==> src/rtl/affine_matrix_chain_multiply_defines.svh <==
// Assertion macros shared by the affine matrix chain multiplier RTL.
`ifndef AFFINE_MATRIX_CHAIN_MULTIPLY_DEFINES_SVH
`define AFFINE_MATRIX_CHAIN_MULTIPLY_DEFINES_SVH
`ifndef ASSERT_OFF
`define AMCM_ASSERT(lbl, prop, msg) \
	lbl: assert property (@(posedge clk) disable iff (!arst_n) prop) else $error(msg);
`define AMCM_ASSERT_NEVER(lbl, expr, msg) \
	lbl: assert property (@(posedge clk) disable iff (!arst_n) !(expr)) else $error(msg);
`else
`define AMCM_ASSERT(lbl, prop, msg)
`define AMCM_ASSERT_NEVER(lbl, expr, msg)
`endif
`endif

==> src/rtl/amcm_pkg.sv <==
// Package with constants, microcode types and the control program of the chain multiplier.
package amcm_pkg;

	localparam int ENTRY_WIDTH_DEF = 32;
	localparam int ELEM_WIDTH      = 32;
	localparam int INDEX_WIDTH     = 4;
	localparam int MAT_SIZE        = 12;
	localparam int ROWS            = 3;
	localparam int COLS            = 4;
	localparam int FIX_SCALE       = 1000;
	localparam int REM_WIDTH       = 10;
	localparam int DIGIT_BITS      = 8;
	localparam int MUL_WIDTH       = 32;
	localparam int PC_WIDTH        = 4;

	typedef enum logic [3:0] {
		OP_NOP       = 4'd0,
		OP_COPY      = 4'd1,
		OP_INIT      = 4'd2,
		OP_LOAD      = 4'd3,
		OP_MUL       = 4'd4,
		OP_ACC       = 4'd5,
		OP_DIV       = 4'd6,
		OP_TERM      = 4'd7,
		OP_OFS       = 4'd8,
		OP_STORE     = 4'd9,
		OP_EMIT_INIT = 4'd10,
		OP_EMIT      = 4'd11
	} op_t;

	typedef enum logic [2:0] {
		C_NEXT      = 3'd0,
		C_ALWAYS    = 3'd1,
		C_MUL_MORE  = 3'd2,
		C_DIV_MORE  = 3'd3,
		C_K_MORE    = 3'd4,
		C_ENT_MORE  = 3'd5,
		C_NOT_LAST  = 3'd6,
		C_EMIT_MORE = 3'd7
	} cond_t;

	typedef logic [PC_WIDTH-1:0] pc_t;

	localparam pc_t S_IDLE  = 4'd0;
	localparam pc_t S_COPY  = 4'd1;
	localparam pc_t S_MUL   = 4'd2;
	localparam pc_t S_LOAD  = 4'd3;
	localparam pc_t S_MULS  = 4'd4;
	localparam pc_t S_ACCS  = 4'd5;
	localparam pc_t S_DIVS  = 4'd6;
	localparam pc_t S_TERM  = 4'd7;
	localparam pc_t S_OFS   = 4'd8;
	localparam pc_t S_STORE = 4'd9;
	localparam pc_t S_CHECK = 4'd10;
	localparam pc_t S_EMIT  = 4'd11;
	localparam pc_t S_DONE  = 4'd12;

	typedef struct packed {
		op_t   op;
		cond_t cond;
		pc_t   target;
	} ctrl_t;

	typedef struct packed {
		logic mul_more;
		logic div_more;
		logic k_more;
		logic ent_more;
		logic emit_more;
		logic last;
	} stat_t;

	function automatic ctrl_t rom_word(pc_t pc);
		ctrl_t w;
		case (pc)
			S_IDLE:  w = '{op: OP_NOP,       cond: C_ALWAYS,    target: S_IDLE};
			S_COPY:  w = '{op: OP_COPY,      cond: C_ALWAYS,    target: S_CHECK};
			S_MUL:   w = '{op: OP_INIT,      cond: C_NEXT,      target: S_IDLE};
			S_LOAD:  w = '{op: OP_LOAD,      cond: C_NEXT,      target: S_IDLE};
			S_MULS:  w = '{op: OP_MUL,       cond: C_NEXT,      target: S_IDLE};
			S_ACCS:  w = '{op: OP_ACC,       cond: C_MUL_MORE,  target: S_MULS};
			S_DIVS:  w = '{op: OP_DIV,       cond: C_DIV_MORE,  target: S_DIVS};
			S_TERM:  w = '{op: OP_TERM,      cond: C_K_MORE,    target: S_LOAD};
			S_OFS:   w = '{op: OP_OFS,       cond: C_NEXT,      target: S_IDLE};
			S_STORE: w = '{op: OP_STORE,     cond: C_ENT_MORE,  target: S_LOAD};
			S_CHECK: w = '{op: OP_EMIT_INIT, cond: C_NOT_LAST,  target: S_IDLE};
			S_EMIT:  w = '{op: OP_EMIT,      cond: C_EMIT_MORE, target: S_EMIT};
			S_DONE:  w = '{op: OP_NOP,       cond: C_ALWAYS,    target: S_IDLE};
			default: w = '{op: OP_NOP,       cond: C_ALWAYS,    target: S_IDLE};
		endcase
		return w;
	endfunction

endpackage

==> src/rtl/amcm_seq.sv <==
// Microcode sequencer: program counter, control store lookup and jump logic.
module amcm_seq (
	input  logic            clk,
	input  logic            arst_n,
	input  logic            go,
	input  logic            go_copy,
	input  amcm_pkg::stat_t stat,
	output amcm_pkg::ctrl_t ctrl,
	output logic            busy
);

	amcm_pkg::pc_t pc_q;
	logic          take;

	assign ctrl = amcm_pkg::rom_word(pc_q);
	assign busy = (pc_q != amcm_pkg::S_IDLE);

	always_comb begin
		case (ctrl.cond)
			amcm_pkg::C_NEXT:      take = 1'b0;
			amcm_pkg::C_ALWAYS:    take = 1'b1;
			amcm_pkg::C_MUL_MORE:  take = stat.mul_more;
			amcm_pkg::C_DIV_MORE:  take = stat.div_more;
			amcm_pkg::C_K_MORE:    take = stat.k_more;
			amcm_pkg::C_ENT_MORE:  take = stat.ent_more;
			amcm_pkg::C_NOT_LAST:  take = !stat.last;
			amcm_pkg::C_EMIT_MORE: take = stat.emit_more;
			default:               take = 1'b1;
		endcase
	end

	always_ff @(posedge clk or negedge arst_n) begin
		if (!arst_n) begin
			pc_q <= amcm_pkg::S_IDLE;
		end else if (!busy && go) begin
			pc_q <= go_copy ? amcm_pkg::S_COPY : amcm_pkg::S_MUL;
		end else if (take) begin
			pc_q <= ctrl.target;
		end else begin
			pc_q <= amcm_pkg::PC_WIDTH'(pc_q + 1'b1);
		end
	end

endmodule

==> config.mk <==
export PLATFORM = sky130hd
export DESIGN_NAME = amcm_seq
export DESIGN_NICKNAME = d
export VERILOG_FILES = /design/src/rtl/affine_matrix_chain_multiply_defines.svh /design/src/rtl/amcm_pkg.sv /design/src/rtl/amcm_seq.sv
export SDC_FILE = /design/constraint.sdc
export NUM_CORES = 1
export LEC_CHECK = 0
export ABC_CLOCK_PERIOD_IN_PS = 6500
export BUFFER_PORTS_ARGS = -buffer_cell sky130_fd_sc_hd__buf_2
export CORE_MARGIN = 2
export CORE_UTILIZATION = 39
export CTS_BUF_LIST = sky130_fd_sc_hd__clkbuf_4 sky130_fd_sc_hd__clkbuf_8 sky130_fd_sc_hd__clkbuf_16
export DETAILED_ROUTE_END_ITERATION = 7
export GPL_TIMING_DRIVEN = 0
export MAX_ROUTING_LAYER = met4
export PLACE_DENSITY = 0.66
export SLEW_MARGIN = 20
export SYNTH_ARGS = -nofsm -noshare
export SYNTH_HDL_FRONTEND = slang
export SYNTH_SLANG_ARGS = --single-unit
export TNS_END_PERCENT = 10
==> constraint.sdc <==
create_clock -name clk -period 6.5 [get_ports clk]
set_input_delay 0.325 -clock clk [delete_from_list [all_inputs] [get_ports clk]]
set_output_delay 0.325 -clock clk [all_outputs]
set_load 0.02 [all_outputs]
==> impl_metrics.tcl <==
set metrics [dict create \
    dp.cells 105 \
    die_h_um 42.67 \
    area_growth_pct 26.82 \
    final_util 0.5477 \
    die_x_um 42.67 \
    grt-busiest-layer "met2" \
    syn_nets 86 \
    largest_register_ffs 4 \
    cp-endpoint "pc_q[0]" \
    ant_nets 0 \
    ys_seq_elements 4 \
    routedWlPerCell_um 12.42 \
    yosysMostFrequentCell "a21oi_1" \
    io_buffers 21 \
    grt_use_met1 0.2130 \
    syn_inst 69 \
    relSlewSlack 0.7860 \
    drive_gt1_frac 0.3723 \
    first_pass_iters 4 \
    antenna_cells 0 \
    yosysWarnings 0 \
    cts_buffers 3 \
    yosysUniqueCellTypes 32 \
    gr-usage-met2 0.2697 \
    cp-start-kind "flop" \
    reg2reg_to "pc_q[0]" \
    fin_area_sq_um 739.5 \
    setup_viol 0 \
    synth_top_area_frac 0.1717 \
    comb_power_share 0.782 \
    fin_setup_tns_ns 0 \
    synth_edf_count 0 \
    gp_congestion 0.8287 \
    path_clk_slew_ns 0.03 \
    grt_start_max_net_pins 11 \
    synth-main-ff-cell "dfrtp_1" \
    fin_crit_sh 0.4154 \
    dp_worst_setup_slack_ns 3.795 \
    tightest_slew_ns 0.3207 \
    min_period_ns 2.700 \
    grt_usage 0.1622 \
    syn_area_sq_um 583.1 \
    reg2regPathDepth 8 \
    antenna_found_initial 0 \
    htree_num_levels 1 \
    p_clk_frac 0.071 \
    rsz0062_at_grt "false" \
    maxCapViolCount 0 \
    dieArea_sq_um 1820 \
    cts_resized 0 \
    instances_no_fill 109 \
    totalWireLength_mm 1.354 \
    synth.area.top_cells "dfrtp_1, ha_1, a21oi_1, nor2b_1, mux2_4" \
    hold_viol_final 0 \
    hpwlAfterDp_mm 1.090 \
    max_freq_mhz 370.3 \
    timing_worst_setup_path_type "flop to flop" \
    cp.required_ns 6.61 \
    critPathCaptureType "flop" \
    hold_path_class "input port to flop" \
    netlist_top_cells_count "a21oi_1, ha_1, nor2b_1" \
    via_per_inst 5.394 \
    worstSkewPairLatency_ns 0.23 \
    met3_usage 0.02553 \
    clock-skew-final_ns 0.001142 \
    rows 13 \
    placeableCoreArea_sq_um 1350 \
    switching_share 0.5145 \
    root_buffer "clkbuf_4" \
    startpoint "pc_q[1]" \
    reg2reg_from "pc_q[1]" \
    first_global_vias 539 \
    yosysSeqAreaShare 0.1717 \
    fill_cells 147 \
    p_int_w 0.0002044 \
    cp.arrival_ns 2.81 \
    maxSlewViolCount 0 \
    synth_area_leader_cell "dfrtp_1" \
    clockBufferDepth 2 \
    grt_pass1_wl_mm 2.270 \
    grt-ovfl-total 0 \
    power_density_nw_per_um2 569.3 \
    ff2ff_setup_slack_ns 3.80 \
    power.leakage_nw 0.4020 \
    syn_area_per_cell_sq_um 8.450 \
    reg_top3 "pc_q: 4 flops" \
    cp_max_fo 10 \
    drtIter0Drc 9 \
    io_pins 22 \
    cts_tree "built" \
    fin_nets 113 \
    status "completed" \
    postPlaceCellArea_sq_um 706.9 \
    regMostFlops "pc_q" \
    p_sw_w 0.0002166 \
    clock-sinks 4 \
    async_flop_share 1.000 \
    vias 588 \
    drc 0 \
    power_frac_seq 0.147 \
    initial_core_util 0.4319 \
    fin_ws_ns 3.800 \
    peakVddDrop_uv 292.1 \
]
[cell usage in the layout, fill, tap and decap left out]
cell / count
a211oi_1: 1
a211oi_2: 1
a21boi_0: 1
a21o_1: 2
a21oi_1: 9
a22o_1: 1
a22oi_1: 2
a2bb2oi_2: 1
a32o_2: 1
and2_1: 1
and3_1: 1
and3b_1: 1
buf_2: 23
clkbuf_4: 3
dfrtp_1: 4
dlygate4sd3_1: 1
ha_1: 7
inv_1: 4
mux2_1: 1
mux2_4: 2
nand2_1: 3
nand2b_1: 3
nand3_1: 3
nor2_1: 4
nor2b_1: 5
nor2b_4: 1
nor3_2: 1
nor3b_2: 1
o21ai_0: 1
o21bai_1: 1
o221ai_1: 1
o22ai_1: 1
or2_2: 1
xor2_1: 1
[power groups by stage]
stage          clock network [W]  logic (W)  registers, W
2_1_floorplan                  0   0.000257     0.0000546
3_3_place_gp                   0   0.000328     0.0000626
3_5_place_dp                   0   0.000329     0.0000621
4_1_cts                0.0000319   0.000332     0.0000618
5_1_grt                0.0000347   0.000363     0.0000659
6_report               0.0000301   0.000329     0.0000619
[critical path, stage by stage (launching register included)]
cell       delay, ns
dfrtp_1         0.51
inv_1           0.15
ha_1            0.37
nor2b_1         0.18
a32o_2          0.25
a22oi_1         0.22
a2bb2oi_2       0.32
mux2_4          0.33
mux2_4          0.25
[worst min-delay path by stage]
stage               to    start  slack (ns)  cells past startpoint
2_1_floorplan  pc_q[0]   arst_n        0.03                      0
3_3_place_gp   pc_q[3]   arst_n        0.13                      1
3_5_place_dp   pc_q[3]   arst_n        0.13                      1
5_1_grt        pc_q[1]  go_copy        0.33                      2
6_report       pc_q[1]  go_copy        0.31                      2
4_1_cts        pc_q[1]  go_copy        0.30                      2
[what timing repair did]
action,4_1_cts,5_1_grt
endpoints found under the setup margin,0,0
buffers inserted,0,0
hold buffers,1,0
endpoints found under the hold margin,4,0
[area by class of cell]
| cell class | count | area, sq um | area share |
|---|---|---|---|
| multi-input cells | 59 | 457.9 | 0.6193 |
| repair buffers | 22 | 115.1 | 0.1557 |
| flip-flops and latches | 4 | 100.1 | 0.1354 |
| clock buffers | 3 | 22.52 | 0.03046 |
| well taps | 15 | 18.77 | 0.02538 |
| inverters | 4 | 15.01 | 0.02030 |
| plain buffers | 2 | 10.01 | 0.01354 |
[through the flow]
stage	total power, W	hold WS (ns)
2_1_floorplan	0.0003118	0.02941
3_3_place_gp	0.0003909	0.1279
3_5_place_dp	0.0003915	0.1316
4_1_cts	0.0004252	0.2979
5_1_grt	0.0004632	0.3265
6_report	0.0004210	0.3067
[kinds of logic (layout without fill, tap and decap cells)]
kind of cell,Yosys count,after routing,share of synthesized area
xor+xnor,1,1,0.01502
flops,4,4,0.1717
buf+inv,6,31,0.04291
mux,3,3,0.07082
compound gates,23,23,0.2832
fa+ha+maj,7,7,0.1502
simple gates,25,25,0.2661
[routing by layer]
| metal | routed length [um] | share of wire |
|---|---|---|
| met1 | 616 | 0.45 |
| met2 | 675 | 0.50 |
| met3 | 61 | 0.045 |
| met4 | 0 | 0 |
| met5 | 0 | 0 |
Power figures use the tool's default switching activity.
